### src/hdl/mcms_pkg.sv
`default_nettype none

package mcms_pkg;

  localparam int unsigned PULSES_PER_QUARTER = 24;
  localparam int unsigned MAX_CATCHUP        = 8;

  // 3840000 / (ppq * bpm) == (3840000 / ppq) / bpm under floor division
  localparam int unsigned MASTER_NUM = 3840000 / PULSES_PER_QUARTER;
  localparam int unsigned SLAVE_NUM  = 60000 / PULSES_PER_QUARTER;

  localparam int unsigned DIV_W     = $clog2(MASTER_NUM + 1);
  localparam int unsigned DIV_CNT_W = $clog2(DIV_W + 1);
  localparam int unsigned TICK_W    = $clog2(MAX_CATCHUP + 1);
  localparam int unsigned LIM_W     = DIV_W + $clog2(MAX_CATCHUP + 1);
  localparam int unsigned ITEMS_W   = TICK_W + 1;

  localparam int unsigned IN_TDATA_W  = 48;
  localparam int unsigned OUT_TDATA_W = 24;

  localparam int unsigned BPM_MIN = 20;
  localparam int unsigned BPM_MAX = 300;

  localparam logic [7:0] MIDI_START = 8'hFA;
  localparam logic [7:0] MIDI_CONT  = 8'hFB;
  localparam logic [7:0] MIDI_STOP  = 8'hFC;
  localparam logic [7:0] MIDI_TICK  = 8'hF8;
  localparam logic [7:0] MIDI_NONE  = 8'h00;

  localparam logic [1:0] MODE_OFF    = 2'd0;
  localparam logic [1:0] MODE_MASTER = 2'd1;
  localparam logic [1:0] MODE_SLAVE  = 2'd2;

  localparam logic OP_FRAME = 1'b0;
  localparam logic OP_RX    = 1'b1;

  localparam logic REG_SYNC_MODE = 1'b0;
  localparam logic REG_TEMPO     = 1'b1;

  localparam logic [9:0] TEMPO_RESET = 10'd120;

  typedef enum logic [2:0] {
    ST_IDLE,
    ST_DECODE,
    ST_UPDATE,
    ST_DIV_LD,
    ST_DIV,
    ST_POST,
    ST_COUNT,
    ST_EMIT
  } mcms_state_e;

  typedef struct packed {
    logic load;
    logic decode;
    logic update;
    logic div_start;
    logic post;
    logic count;
    logic emit;
  } mcms_cmd_t;

  typedef struct packed {
    logic need_calc;
    logic master;
    logic div_done;
    logic count_done;
    logic out_free;
    logic emit_last;
  } mcms_sts_t;

endpackage

`default_nettype wire

### src/hdl/midi_clock_master_slave_core.sv
// Flow: a beat without a divide passes DECODE, then EMIT registers its first result beat once
// the output is free; a slave tempo measurement adds UPDATE, DIV_LD, DIV (18-step shared
// divider) and POST, a master frame tick also COUNT for the F8s to send. Later result beats
// follow while the output is free. One beat in flight; the next waits for the last result.
// Reset (rst_ni low, async): transport, accumulator and tempo history cleared,
// sync_mode 0, tempo_bpm 120.
`default_nettype none

module midi_clock_master_slave_core import mcms_pkg::*; (
  input  wire logic                   clk_i,
  input  wire logic                   rst_ni,
  input  wire logic                   s_axis_tvalid,
  output logic                        s_axis_tready,
  input  wire logic [IN_TDATA_W-1:0]  s_axis_tdata,  // now_ms, play_request, rx_byte
  input  wire logic [0:0]             s_axis_tuser,  // op
  output logic                        m_axis_tvalid,
  input  wire logic                   m_axis_tready,
  output logic [OUT_TDATA_W-1:0]      m_axis_tdata,  // tx_byte, running, notes_off,
                                                     // tempo_valid, measured_bpm
  output logic [0:0]                  m_axis_tuser,  // tx_valid
  output logic                        m_axis_tlast,
  input  wire logic                   psel,
  input  wire logic                   penable,
  input  wire logic                   pwrite,
  input  wire logic [2:0]             paddr,
  input  wire logic [31:0]            pwdata,
  output logic [31:0]                 prdata,
  output logic                        pready
);

  logic [1:0] sync_mode_q;
  logic [9:0] tempo_bpm_q;
  mcms_cmd_t  cmd;
  mcms_sts_t  sts;

  assign pready = 1'b1;

  always_ff @(posedge clk_i or negedge rst_ni) begin
    if (!rst_ni) begin
      sync_mode_q <= MODE_OFF;
      tempo_bpm_q <= TEMPO_RESET;
    end else if (psel && penable && pwrite && pready) begin
      unique case (paddr[2])
        REG_SYNC_MODE: sync_mode_q <= pwdata[1:0];
        REG_TEMPO:     tempo_bpm_q <= pwdata[9:0];
        default:       sync_mode_q <= sync_mode_q;
      endcase
    end
  end

  always_comb begin
    unique case (paddr[2])
      REG_SYNC_MODE: prdata = 32'(sync_mode_q);
      REG_TEMPO:     prdata = 32'(tempo_bpm_q);
      default:       prdata = '0;
    endcase
  end

  mcms_ctrl u_ctrl (
    .clk_i      (clk_i),
    .rst_ni     (rst_ni),
    .in_valid_i (s_axis_tvalid),
    .in_ready_o (s_axis_tready),
    .sts_i      (sts),
    .cmd_o      (cmd)
  );

  mcms_dp u_dp (
    .clk_i       (clk_i),
    .rst_ni      (rst_ni),
    .cmd_i       (cmd),
    .sts_o       (sts),
    .sync_mode_i (sync_mode_q),
    .tempo_bpm_i (tempo_bpm_q),
    .in_tdata_i  (s_axis_tdata),
    .in_tuser_i  (s_axis_tuser),
    .out_ready_i (m_axis_tready),
    .out_valid_o (m_axis_tvalid),
    .out_tdata_o (m_axis_tdata),
    .out_tuser_o (m_axis_tuser),
    .out_tlast_o (m_axis_tlast)
  );

  a_emit_free: assert property (@(posedge clk_i) disable iff (!rst_ni)
    cmd.emit |-> sts.out_free)
    else $error("result emitted over a held beat");

  a_one_in_flight: assert property (@(posedge clk_i) disable iff (!rst_ni)
    (s_axis_tvalid && s_axis_tready) |=> !s_axis_tready)
    else $error("input accepted while busy");

  a_idle_byte: assert property (@(posedge clk_i) disable iff (!rst_ni)
    (m_axis_tvalid && !m_axis_tuser[0]) |-> (m_axis_tdata[7:0] == MIDI_NONE))
    else $error("byte on a beat with nothing to send");

  a_bpm_range: assert property (@(posedge clk_i) disable iff (!rst_ni)
    (m_axis_tvalid && m_axis_tdata[10]) |->
      (m_axis_tdata[19:11] >= 9'(BPM_MIN) && m_axis_tdata[19:11] <= 9'(BPM_MAX)))
    else $error("reported tempo out of range");

endmodule

`default_nettype wire

### src/hdl/mcms_div.sv
`default_nettype none

module mcms_div import mcms_pkg::*; (
  input  wire logic             clk_i,
  input  wire logic             rst_ni,
  input  wire logic             start_i,
  input  wire logic [DIV_W-1:0] dividend_i,
  input  wire logic [31:0]      divisor_i,
  output logic                  done_o,
  output logic [DIV_W-1:0]      quotient_o
);

  logic [DIV_CNT_W-1:0] cnt_q, cnt_d;
  logic [31:0]          rem_q;
  logic [31:0]          den_q;
  logic [DIV_W-1:0]     quo_q;
  logic [32:0]          trial;
  logic [32:0]          diff;
  logic                 fits;

  // restoring division, one quotient bit per cycle
  always_comb begin
    trial = {rem_q, quo_q[DIV_W-1]};
    diff  = trial - {1'b0, den_q};
    fits  = trial >= {1'b0, den_q};
  end

  always_comb begin
    cnt_d = cnt_q;
    if (start_i) begin
      cnt_d = DIV_CNT_W'(DIV_W);
    end else if (cnt_q != '0) begin
      cnt_d = cnt_q - 1'b1;
    end
  end

  always_ff @(posedge clk_i or negedge rst_ni) begin
    if (!rst_ni) begin
      cnt_q <= '0;
    end else begin
      cnt_q <= cnt_d;
    end
  end

  always_ff @(posedge clk_i) begin
    if (start_i) begin
      rem_q <= '0;
      quo_q <= dividend_i;
      den_q <= divisor_i;
    end else if (cnt_q != '0) begin
      rem_q <= fits ? diff[31:0] : trial[31:0];
      quo_q <= {quo_q[DIV_W-2:0], fits};
    end
  end

  assign done_o     = (cnt_q == '0);
  assign quotient_o = quo_q;

endmodule

`default_nettype wire

### src/hdl/mcms_ctrl.sv
`default_nettype none

module mcms_ctrl import mcms_pkg::*; (
  input  wire logic      clk_i,
  input  wire logic      rst_ni,
  input  wire logic      in_valid_i,
  output logic           in_ready_o,
  input  wire mcms_sts_t sts_i,
  output mcms_cmd_t      cmd_o
);

  mcms_state_e state_q, state_d;

  always_comb begin
    state_d = state_q;
    unique case (state_q)
      ST_IDLE:   if (in_valid_i) state_d = ST_DECODE;
      ST_DECODE: state_d = sts_i.need_calc ? ST_UPDATE : ST_EMIT;
      ST_UPDATE: state_d = ST_DIV_LD;
      ST_DIV_LD: state_d = ST_DIV;
      ST_DIV:    if (sts_i.div_done) state_d = ST_POST;
      ST_POST:   state_d = sts_i.master ? ST_COUNT : ST_EMIT;
      ST_COUNT:  if (sts_i.count_done) state_d = ST_EMIT;
      ST_EMIT:   if (sts_i.out_free && sts_i.emit_last) state_d = ST_IDLE;
      default:   state_d = ST_IDLE;
    endcase
  end

  always_comb begin
    cmd_o      = '0;
    in_ready_o = 1'b0;
    unique case (state_q)
      ST_IDLE: begin
        in_ready_o = 1'b1;
        cmd_o.load = in_valid_i;
      end
      ST_DECODE: cmd_o.decode    = 1'b1;
      ST_UPDATE: cmd_o.update    = 1'b1;
      ST_DIV_LD: cmd_o.div_start = 1'b1;
      ST_DIV:    cmd_o.load      = 1'b0;
      ST_POST:   cmd_o.post      = 1'b1;
      ST_COUNT:  cmd_o.count     = 1'b1;
      ST_EMIT:   cmd_o.emit      = sts_i.out_free;
      default:   cmd_o           = '0;
    endcase
  end

  always_ff @(posedge clk_i or negedge rst_ni) begin
    if (!rst_ni) begin
      state_q <= ST_IDLE;
    end else begin
      state_q <= state_d;
    end
  end

endmodule

`default_nettype wire

### src/hdl/mcms_dp.sv
`default_nettype none

module mcms_dp import mcms_pkg::*; (
  input  wire logic                   clk_i,
  input  wire logic                   rst_ni,
  input  wire mcms_cmd_t              cmd_i,
  output mcms_sts_t                   sts_o,
  input  wire logic [1:0]             sync_mode_i,
  input  wire logic [9:0]             tempo_bpm_i,
  input  wire logic [IN_TDATA_W-1:0]  in_tdata_i,  // now_ms, play_request, rx_byte
  input  wire logic [0:0]             in_tuser_i,  // op
  input  wire logic                   out_ready_i,
  output logic                        out_valid_o,
  output logic [OUT_TDATA_W-1:0]      out_tdata_o, // tx_byte, running, notes_off,
                                                   // tempo_valid, measured_bpm
  output logic [0:0]                  out_tuser_o, // tx_valid
  output logic                        out_tlast_o
);

  // captured beat
  logic        op_q;
  logic [31:0] now_q;
  logic        play_q;
  logic [7:0]  rx_q;

  // architectural state
  logic        started_q;
  logic [31:0] last_frame_q;
  logic [31:0] acc_q;
  logic        slave_run_q;
  logic        saw_tick_q;
  logic [31:0] last_rx_q;
  logic [31:0] avg_q;
  logic [31:0] sample_q;

  // per-beat results
  logic              fa_q;
  logic              fc_q;
  logic [TICK_W-1:0] ntick_q;
  logic              notes_off_q;
  logic              tvalid_q;
  logic [8:0]        mbpm_q;

  // output register
  logic                   out_valid_q;
  logic [OUT_TDATA_W-1:0] out_tdata_q;
  logic                   out_txv_q;
  logic                   out_last_q;

  logic               is_master;
  logic               is_slave;
  logic               meas;
  logic [31:0]        elapsed;
  logic [31:0]        acc_sum;
  logic [32:0]        avg_sum;
  logic [31:0]        interval;
  logic [DIV_W-1:0]   dividend;
  logic [31:0]        divisor;
  logic [DIV_W-1:0]   quo;
  logic               div_done;
  logic [LIM_W-1:0]   limit;
  logic               acc_ge;
  logic               bpm_ok;
  logic [ITEMS_W-1:0] items;
  logic [7:0]         item_byte;
  logic               running;
  logic               out_free;

  always_comb begin
    is_master = (sync_mode_i == MODE_MASTER);
    is_slave  = (sync_mode_i == MODE_SLAVE);
    meas      = (last_rx_q != '0) && (now_q > last_rx_q);
    elapsed   = now_q - last_frame_q;
    acc_sum   = acc_q + {elapsed[25:0], 6'b0};
    avg_sum   = {1'b0, avg_q} + {1'b0, sample_q};
    interval  = (avg_q == '0) ? 32'd1 : avg_q;
    dividend  = is_master ? DIV_W'(MASTER_NUM) : DIV_W'(SLAVE_NUM);
    divisor   = is_master ? 32'(tempo_bpm_i) : interval;
    limit     = LIM_W'(quo) * LIM_W'(MAX_CATCHUP);
    acc_ge    = acc_q >= 32'(quo);
    bpm_ok    = (quo >= DIV_W'(BPM_MIN)) && (quo <= DIV_W'(BPM_MAX));
    items     = ITEMS_W'(fa_q) + ITEMS_W'(fc_q) + ITEMS_W'(ntick_q);
    if (fa_q) begin
      item_byte = MIDI_START;
    end else if (fc_q) begin
      item_byte = MIDI_STOP;
    end else if (ntick_q != '0) begin
      item_byte = MIDI_TICK;
    end else begin
      item_byte = MIDI_NONE;
    end
    running  = is_master ? started_q : (is_slave ? slave_run_q : 1'b0);
    out_free = !out_valid_q || out_ready_i;
  end

  mcms_div u_div (
    .clk_i      (clk_i),
    .rst_ni     (rst_ni),
    .start_i    (cmd_i.div_start),
    .dividend_i (dividend),
    .divisor_i  (divisor),
    .done_o     (div_done),
    .quotient_o (quo)
  );

  always_comb begin
    sts_o.need_calc  = is_master ? (op_q == OP_FRAME && play_q && tempo_bpm_i != '0)
                                 : (is_slave && op_q == OP_FRAME && saw_tick_q && meas);
    sts_o.master     = is_master;
    sts_o.div_done   = div_done;
    sts_o.count_done = !acc_ge;
    sts_o.out_free   = out_free;
    sts_o.emit_last  = (items <= ITEMS_W'(1));
  end

  always_ff @(posedge clk_i) begin
    if (cmd_i.load) begin
      now_q  <= in_tdata_i[31:0];
      play_q <= in_tdata_i[32];
      rx_q   <= in_tdata_i[40:33];
      op_q   <= in_tuser_i[0];
    end
    if (cmd_i.decode && is_slave && op_q == OP_FRAME && saw_tick_q) begin
      sample_q <= now_q - last_rx_q;
    end
  end

  always_ff @(posedge clk_i or negedge rst_ni) begin
    if (!rst_ni) begin
      started_q    <= 1'b0;
      last_frame_q <= '0;
      acc_q        <= '0;
      slave_run_q  <= 1'b0;
      saw_tick_q   <= 1'b0;
      last_rx_q    <= '0;
      avg_q        <= '0;
      fa_q         <= 1'b0;
      fc_q         <= 1'b0;
      ntick_q      <= '0;
      notes_off_q  <= 1'b0;
      tvalid_q     <= 1'b0;
      mbpm_q       <= '0;
    end else begin
      if (cmd_i.load) begin
        fa_q        <= 1'b0;
        fc_q        <= 1'b0;
        ntick_q     <= '0;
        notes_off_q <= 1'b0;
        tvalid_q    <= 1'b0;
        mbpm_q      <= '0;
      end
      if (cmd_i.decode) begin
        if (is_master && op_q == OP_FRAME) begin
          if (play_q) begin
            if (!started_q) begin
              started_q    <= 1'b1;
              last_frame_q <= now_q;
              acc_q        <= '0;
              fa_q         <= 1'b1;
            end
          end else begin
            if (started_q) begin
              started_q <= 1'b0;
              fc_q      <= 1'b1;
            end
            acc_q <= '0;
          end
        end
        if (is_slave) begin
          if (op_q == OP_RX) begin
            case (rx_q)
              MIDI_START, MIDI_CONT: slave_run_q <= 1'b1;
              MIDI_STOP: begin
                slave_run_q <= 1'b0;
                notes_off_q <= 1'b1;
              end
              MIDI_TICK: saw_tick_q <= 1'b1;
              default:   saw_tick_q <= saw_tick_q;
            endcase
          end else if (saw_tick_q) begin
            last_rx_q  <= now_q;
            saw_tick_q <= 1'b0;
          end
        end
      end
      if (cmd_i.update) begin
        if (is_master) begin
          acc_q        <= acc_sum;
          last_frame_q <= now_q;
        end else begin
          avg_q <= (avg_q == '0) ? sample_q : avg_sum[32:1];
        end
      end
      if (cmd_i.post) begin
        if (is_master) begin
          if (acc_q > 32'(limit)) begin
            acc_q <= '0;
          end
        end else if (bpm_ok) begin
          tvalid_q <= 1'b1;
          mbpm_q   <= quo[8:0];
        end
      end
      if (cmd_i.count && acc_ge) begin
        acc_q   <= acc_q - 32'(quo);
        ntick_q <= ntick_q + 1'b1;
      end
      if (cmd_i.emit) begin
        if (fa_q) begin
          fa_q <= 1'b0;
        end else if (fc_q) begin
          fc_q <= 1'b0;
        end else if (ntick_q != '0) begin
          ntick_q <= ntick_q - 1'b1;
        end
      end
    end
  end

  always_ff @(posedge clk_i or negedge rst_ni) begin
    if (!rst_ni) begin
      out_valid_q <= 1'b0;
    end else if (cmd_i.emit) begin
      out_valid_q <= 1'b1;
    end else if (out_ready_i) begin
      out_valid_q <= 1'b0;
    end
  end

  always_ff @(posedge clk_i) begin
    if (cmd_i.emit) begin
      out_tdata_q <= {4'b0, mbpm_q, tvalid_q, notes_off_q, running, item_byte};
      out_txv_q   <= (items != '0);
      out_last_q  <= (items <= ITEMS_W'(1));
    end
  end

  assign out_valid_o = out_valid_q;
  assign out_tdata_o = out_tdata_q;
  assign out_tuser_o = out_txv_q;
  assign out_tlast_o = out_last_q;

endmodule

`default_nettype wire
### config.mk
export PLATFORM = sky130hd
export DESIGN_NAME = midi_clock_master_slave_core
export DESIGN_NICKNAME = d
export VERILOG_FILES = /design/src/hdl/mcms_pkg.sv /design/src/hdl/midi_clock_master_slave_core.sv /design/src/hdl/mcms_div.sv /design/src/hdl/mcms_ctrl.sv /design/src/hdl/mcms_dp.sv
export SDC_FILE = /design/constraint.sdc
export NUM_CORES = 1
export LEC_CHECK = 0
export ABC_AREA = 0
export BUFFER_PORTS_ARGS = -buffer_cell sky130_fd_sc_hd__buf_4
export CELL_PAD_IN_SITES_DETAIL_PLACEMENT = 1
export CELL_PAD_IN_SITES_GLOBAL_PLACEMENT = 2
export CORE_MARGIN = 3
export CORE_UTILIZATION = 35
export DETAILED_ROUTE_END_ITERATION = 8
export PLACE_DENSITY_LB_ADDON = 0.1
export SETUP_SLACK_MARGIN = 0.5
export SYNTH_ARGS = -nofsm -noshare
export SYNTH_HDL_FRONTEND = slang
export SYNTH_SLANG_ARGS = --single-unit
### constraint.sdc
create_clock -name clk_i -period 4.7 [get_ports clk_i]
set_input_delay 0.94 -clock clk_i [delete_from_list [all_inputs] [get_ports clk_i]]
set_output_delay 0.94 -clock clk_i [all_outputs]
set_load 0.005 [all_outputs]
==> impl_metrics.json, run 1 <==
{
  "n_antenna_cell": 0,
  "synthArstFlopShare_pct": 48.5,
  "worstSetupStartpointType": "register",
  "dr_total_vias": 18200,
  "die_h_um": 258,
  "synth_edf_count": 141,
  "min_period_over_period_pct": 93.7,
  "syn_avg_cell_area_um2": 9.13,
  "setup_viol": 0,
  "power_frac_comb_pct": 56.2,
  "grt_pass1_wl_um": 105000,
  "stdcell_count": 3437,
  "period_needed_ns": 4.40,
  "drv_cap": 0,
  "required_ns": 5.20,
  "fillers": 7181,
  "initialDrtViolationCount": 666,
  "core_area_um2": 62300,
  "grt_max_degree": 93,
  "gp_congestion": 0.859,
  "hold_path_class": "primary input to asynchronous set/reset pin",
  "cts_max_level": 2,
  "final_max_slew_viol_count": 0,
  "synth_seq_cells": 336,
  "initial_core_util_pct": 35.8,
  "synth_cells": 2441,
  "crit_path_max_fanout": 3,
  "wl_um": 65300,
  "fmax_mhz": 227,
  "ys_warn_count": 0,
  "tightest_slew_ns": 1.06,
  "seq_area_um2": 8960,
  "drtAntennaViolNets": 0,
  "r2r-end": "u_dp.acc_q[31]",
  "port_buffers": 92,
  "wl_per_cell_um": 19.0,
  "relSlewSlack_pct": 29.1,
  "via_per_inst": 5.29,
  "place_area_um2": 23900,
  "power_frac_seq_pct": 25.3,
  "hold_ws_ns": 0.405,
  "reg2reg_from": "u_dp.now_q[0]",
  "synth_top_area_cell": "edfxtp_1",
  "antenna_found_initial": 2,
  "ys.flop_type": "dfrtp_1",
  "skew_ns": 0.0187,
  "synth_area_leaders": "edfxtp_1 (19%), dfrtp_1 (18%), ha_1 (11%), a21oi_1 (4.4%), nand2_1 (4.0%)",
  "place_hpwl_um": 49700,
  "ff2ff_setup_slack_ns": 0.30,
  "synth_top_cell_area_share_pct": 19.0,
  "drive_above_1_share_pct": 12.2,
  "drc": 0,
  "r2r_cells": 19,
  "power_switching_w": 0.00825,
  "root_buffer": "clkbuf_16",
  "multi_input_area_um2": 12500,
  "hold_viol_final": 0,
  "post-place-cells": 3325,
  "clockBufferDepth": 3,
  "drt-pass1-iter-count": 5,
  "yosysMostFrequentCell": "nand2_1",
  "grt_usage_pct": 19.5,
  "clk_latency_ns": 0.58,
  "clkSinkCount": 336,
  "ios": 152,
  "powerDensity_nw_per_um2": 744,
  "arrival_ns": 4.90,
  "cts_tree": "yes",
  "clkPwrFrac_pct": 18.6,
  "die_area_um2": 66700,
  "synthDistinctLibCells": 86,
  "rsz0062_at_grt": "true",
  "clk_pin_slew_ns": 0.06,
  "synthesis.area_um2": 22300,
  "grt_pass1_vias": 18900,
  "outcome": "finished, final reports clean",
  "areaGrowthSynthToFinish_pct": 15.9,
  "rows": 91,
  "p_leak_nw": 11.1,
  "ys_seq_area_share_pct": 40.2,
  "crit_path_start": "u_dp.now_q[0]",
  "cp-end-kind": "register",
  "crit_type": "register to register",
  "nets": 2853,
  "p_int_w": 0.0110,
  "cts_hold_buf": 0,
  "vdd_ir_drop_max_v": 0.000332,
  "endpoint": "u_dp.acc_q[31]",
  "synth_commonest_cells": "nand2_1 (237), a21oi_1 (195), nor2_1 (193)",
  "numCtsBuffers": 44,
  "grt-ovfl-total": 0,
  "postLayoutCellArea_um2": 25800,
  "die_w_um": 258,
  "p_sw_share_pct": 43.0
}
timing repair:
| item | in CTS | in global routing |
|---|---|---|
| setup buffers | 19 | 11 |
| endpoints found under the setup margin | 11 | 13 |
| gates resized for setup | 25 | 14 |
| cloned | 0 | 0 |
| pin swaps | 27 | 13 |
through the flow:
stage          setup TNS (ns)  worst slack, ns  total power, W  util, %
3_5_place_dp          -0.0291          -0.0291          0.0151     38.4
4_1_cts                     0            0.289          0.0192     41.2
3_3_place_gp                0           0.0420          0.0148     38.4
5_1_grt                     0           0.0663          0.0209     41.4
2_1_floorplan               0            0.505          0.0124        -
6_report                    0            0.295          0.0192     41.4
layout by cell type, fill, tap and decap left out, types with 27 or more instances in the layout:
master / n
a211oi_1: 28
a21o_1: 67
a21oi_1: 185
and2_1: 37
buf_4: 151
clkbuf_16: 44
conb_1: 28
dfrtp_1: 159
dfxtp_1: 32
edfxtp_1: 141
ha_1: 183
inv_1: 162
nand2_1: 236
nand3_1: 46
nand4_1: 34
nor2_1: 189
nor2b_1: 30
nor3_1: 51
nor4_1: 27
o21a_1: 41
o21ai_0: 163
o21ai_1: 35
o21bai_1: 31
xnor2_1: 79
xor2_1: 52
area by class of cell:
type / instances / area share, %
Multi-Input combinational cell: 1861 / 48.3
Sequential cell: 336 / 34.7
Timing Repair Buffer: 154 / 4.56
Clock buffer: 53 / 4.55
Tap cell: 837 / 4.06
Inverter: 167 / 2.43
Clock inverter: 29 / 1.38
power groups by stage:
stage,Combinational (W),Sequential (W),Clock [W]
6_report,0.0108,0.00485,0.00357
5_1_grt,0.0121,0.00498,0.00380
4_1_cts,0.0107,0.00486,0.00370
3_5_place_dp,0.0102,0.00491,0
3_3_place_gp,0.00995,0.00487,0
2_1_floorplan,0.00787,0.00457,0
cell families (layout without fill, tap and decap cells):
logic type      Yosys count  count (layout)  synth area share [%]
buf+inv                 270             403                  5.25
fa+ha+maj               198             198                  11.4
other cells               2              28                0.0337
xor+xnor                133             133                  5.23
flops                   336             336                  40.2
simple gates            745             745                  15.9
compound gates          719             719                  20.2
mux                      38              38                  1.81
critical path, cell delays in order, from the launching register on:
cell       delay, ns
edfxtp_1        0.38
inv_2           0.07
ha_4            0.16
fa_2            0.34
nor2b_2         0.13
o31a_1          0.20
o41ai_4         0.10
a2111o_1        0.48
nand3_2         0.11
a21oi_2         0.07
a211o_1         0.33
o21bai_1        0.14
a21oi_1         0.10
xnor2_1         0.14
ha_1            0.31
a21o_1          0.17
a22o_1          0.26
or4_1           0.49
mux2_4          0.28
o2111ai_2       0.07
how the worst min path moves through the flow:
| stage | cells past startpoint | startpoint | end |
|---|---|---|---|
| 6_report | 1 | rst_ni | u_dp.acc_q[26] |
| 5_1_grt | 0 | u_dp.mbpm_q[8] | u_dp.out_tdata_o[19] |
| 4_1_cts | 0 | u_dp.mbpm_q[0] | u_dp.out_tdata_o[11] |
| 3_5_place_dp | 0 | u_dp.mbpm_q[6] | u_dp.out_tdata_o[17] |
| 3_3_place_gp | 0 | u_dp.mbpm_q[0] | u_dp.out_tdata_o[11] |
| 2_1_floorplan | 0 | u_dp.mbpm_q[0] | u_dp.out_tdata_o[11] |
routing by layer:
| metal | vias to the layer above | wire length, um | share of wire (%) | track usage [%] |
|---|---|---|---|---|
| li1 | 8994 | - | - | - |
| met3 | 62 | 2040 | 3.1 | 2.69 |
| met4 | 2 | 1040 | 1.6 | 3.68 |
| met1 | 8930 | 32500 | 50 | 27.5 |
| met2 | 206 | 29700 | 46 | 32.1 |
| met5 | - | 13 | 0.020 | 0 |
registers in the layout (all words and copies together) (netlist names), 2 cells and up:
signal                 count
sync_mode_q                2
tempo_bpm_q               10
u_dp.u_div.rem_q          32
u_dp.mbpm_q                9
u_dp.rx_q                  8
u_dp.last_frame_q         26
u_dp.ntick_q               4
u_ctrl.state_q             3
u_dp.out_tdata_o          15
u_dp.acc_q                32
u_dp.u_div.cnt_q           5
u_dp.last_rx_q            32
u_dp.u_div.den_q          32
u_dp.u_div.quotient_o     18
u_dp.sample_q             32
u_dp.now_q                32
u_dp.avg_q                32
(Power assumes the default switching activity.)
==> inputs of run 2 (changes only) <==
Settings changed: REMOVE_ABC_BUFFERS set to 1.
==> run 2 against run 1 <==
  * Via count is 0.25% lower
  * Flip-flop and latch count stayed put
  * Cell area is 1.1% higher
  * Combinational power is 4% higher
  * Utilization is 0.46 points higher
  * Die area stayed put
  * Register-to-register slack worse by 0.05 ns
  * Critical endpoint unchanged
  * Routed wire length is 1.6% higher
  * Sequential share of layout area is 0.38 points lower
  * First-iteration DRC count is 20% higher
  * Non-clock buffer count is 20 higher
==> impl_metrics.json, run 2 (same netlist as run 1, synthesis figures left out) <==
{
  "crit_family": "compound AO/OA/AOI/OAI gates",
  "reg2reg_from": "u_dp.last_frame_q[0]",
  "n_antenna_cell": 0,
  "skew_ns": 0.0244,
  "grt_usage_pct": 19.7,
  "drc": 0,
  "use_met3_pct": 2.68,
  "grt-ovfl-total": 0,
  "rows": 91,
  "initialDrtViolationCount": 798,
  "port_buffers": 92,
  "final_common_cell": "nand2_1",
  "crit_buf_inv": 1,
  "areaGrowthSynthToFinish_pct": 17.1,
  "gp_congestion": 0.850,
  "core_area_um2": 62300,
  "final_max_slew_viol_count": 0,
  "postLayoutCellArea_um2": 26100,
  "crit_type": "register to register",
  "cts_tree": "yes",
  "grt_util_met2_pct": 31.5,
  "hold_path_class": "primary input to asynchronous set/reset pin",
  "powerDensity_nw_per_um2": 752,
  "crit_chain": "ha_4, fa_2, nor2b_2, o31a_1, o41ai_2, buf_4, a2111o_1, nand3_2, a21oi_2, a211o_1, o21bai_1, a21oi_2, xnor2_1, ha_1, a21o_1, a22o_1, or4_1, mux2_4, o2111ai_2",
  "grt_pass1_vias": 18800,
  "setup_viol": 0,
  "place_area_um2": 24000,
  "clk_latency_ns": 0.56,
  "rsz0062_at_grt": "true",
  "grt.busiest_layer": "met2",
  "crit_path_start": "u_dp.last_frame_q[0]",
  "die_w_um": 258,
  "drive_above_1_share_pct": 13.0,
  "drtAntennaViolNets": 0,
  "grt_max_degree": 86,
  "r2r_cells": 19,
  "arrival_ns": 4.93,
  "required_ns": 5.18,
  "drt-pass1-iter-count": 5,
  "wl_um": 66400,
  "clkSinkCount": 336,
  "via_per_inst": 5.25,
  "hold_viol_final": 0,
  "outcome": "finished, final reports clean",
  "clk_pin_slew_ns": 0.06,
  "ff2ff_setup_slack_ns": 0.25,
  "nets": 2872,
  "drv_cap": 0,
  "die_h_um": 258,
  "tightest_slew_ns": 0.967,
  "initial_core_util_pct": 35.8,
  "cp_slowest_cell": "or4_1",
  "cp-end-kind": "register",
  "fmax_mhz": 224,
  "numCtsBuffers": 43,
  "vdd_ir_drop_max_v": 0.000291,
  "place_hpwl_um": 50600,
  "dr_total_vias": 18100,
  "clockBufferDepth": 3,
  "tns_ns": 0,
  "cpMostUsedCell": "a21oi_2",
  "met1_usage_pct": 28.0,
  "relSlewSlack_pct": 35.3,
  "crit_path_max_fanout": 3,
  "period_needed_ns": 4.45,
  "cts_max_level": 2,
  "die_area_um2": 66700,
  "final_cell_mix": "nand2_1 (237), nor2_1 (188), ha_1 (182)",
  "grt_pass1_wl_um": 106000,
  "min_period_over_period_pct": 94.8,
  "r2r-end": "u_dp.acc_q[31]",
  "ios": 152,
  "root_buffer": "clkbuf_16",
  "wl_per_cell_um": 19.2,
  "p_leak_nw": 11.2,
  "worstSetupStartpointType": "register",
  "antenna_found_initial": 2,
  "max_stage_delay_ns": 0.47
}
## run 2: changes by cell type in the layout (fill, tap and decap cells not counted), sizes merged
| cell | change |
|---|---|
| buf | +20 |
| clkinv | -12 |
| clkbuf | +10 |
| bufinv | +3 |
| clkinvlp | -3 |
| inv | -1 |
## run 2: metal layers
metal / share of wire (%) / vias to the layer above
met4: 2.6 / 2
met3: 3.2 / 85
met2: 45 / 227
li1: - / 9014
met1: 50 / 8821
met5: 0.018 / -
## run 2: final cells by class
class | count | area (um2)
clock inverter | 16 | 330
clock buffer | 63 | 1200
fill | 7146 | 36200
inverter | 167 | 627
multi-input combinational | 1861 | 12600
timing repair buffer | 174 | 1350
sequential | 336 | 8960
tap | 837 | 1050
## run 2: power breakdown
part	switching, W	internal, W
clock	0.00130	0.00232
sequential	0.000805	0.00405
combinational	0.00618	0.00497
total	0.00829	0.0113
## run 2: how the worst max path moves through the flow
stage                           endpoint  slack [ns]  depth (start not counted)
after floorplan           u_dp.acc_q[31]        0.29                         20
after global placement    u_dp.acc_q[31]        0.02                         23
after detailed placement  u_dp.acc_q[31]        0.04                         21
after CTS                 u_dp.acc_q[31]        0.20                         20
after global routing      u_dp.acc_q[31]        0.02                         22
final                     u_dp.acc_q[31]        0.25                         19
## run 2: what timing repair did
item / in CTS / in global routing
buffers inserted: 17 / 13
pin swaps: 43 / 41
hold buffers: 0 / 0
setup endpoints to repair: 9 / 16
endpoints found under the hold margin: 0 / 0
resized for setup: 38 / 34
## run 2: through the flow
step | hold slack [ns] | power, W | std cells | util [%] | setup WS, ns
global placement | 0.434 | 0.0149 | 3345 | 38.5 | 0.0250
detailed placement | 0.435 | 0.0152 | 3345 | 38.5 | 0.0385
CTS | 0.384 | 0.0194 | 3441 | 41.5 | 0.196
global route | 0.410 | 0.0214 | 3454 | 41.9 | 0.0186
floorplan | 0.425 | 0.0122 | 2364 | - | 0.287
finish | 0.392 | 0.0196 | 3454 | 41.9 | 0.245
## run 2: worst reg2reg max path: cells and delay by family, from the launching register on
family,cells,cell delay [ns]
XOR/XNOR,1,0.13
flip-flops,1,0.41
buffers and inverters,1,0.15
AND/OR/NAND/NOR,3,0.72
adder cells (fa/ha/maj),3,0.87
AO/OA/AOI/OAI,10,1.82
multiplexers,1,0.27
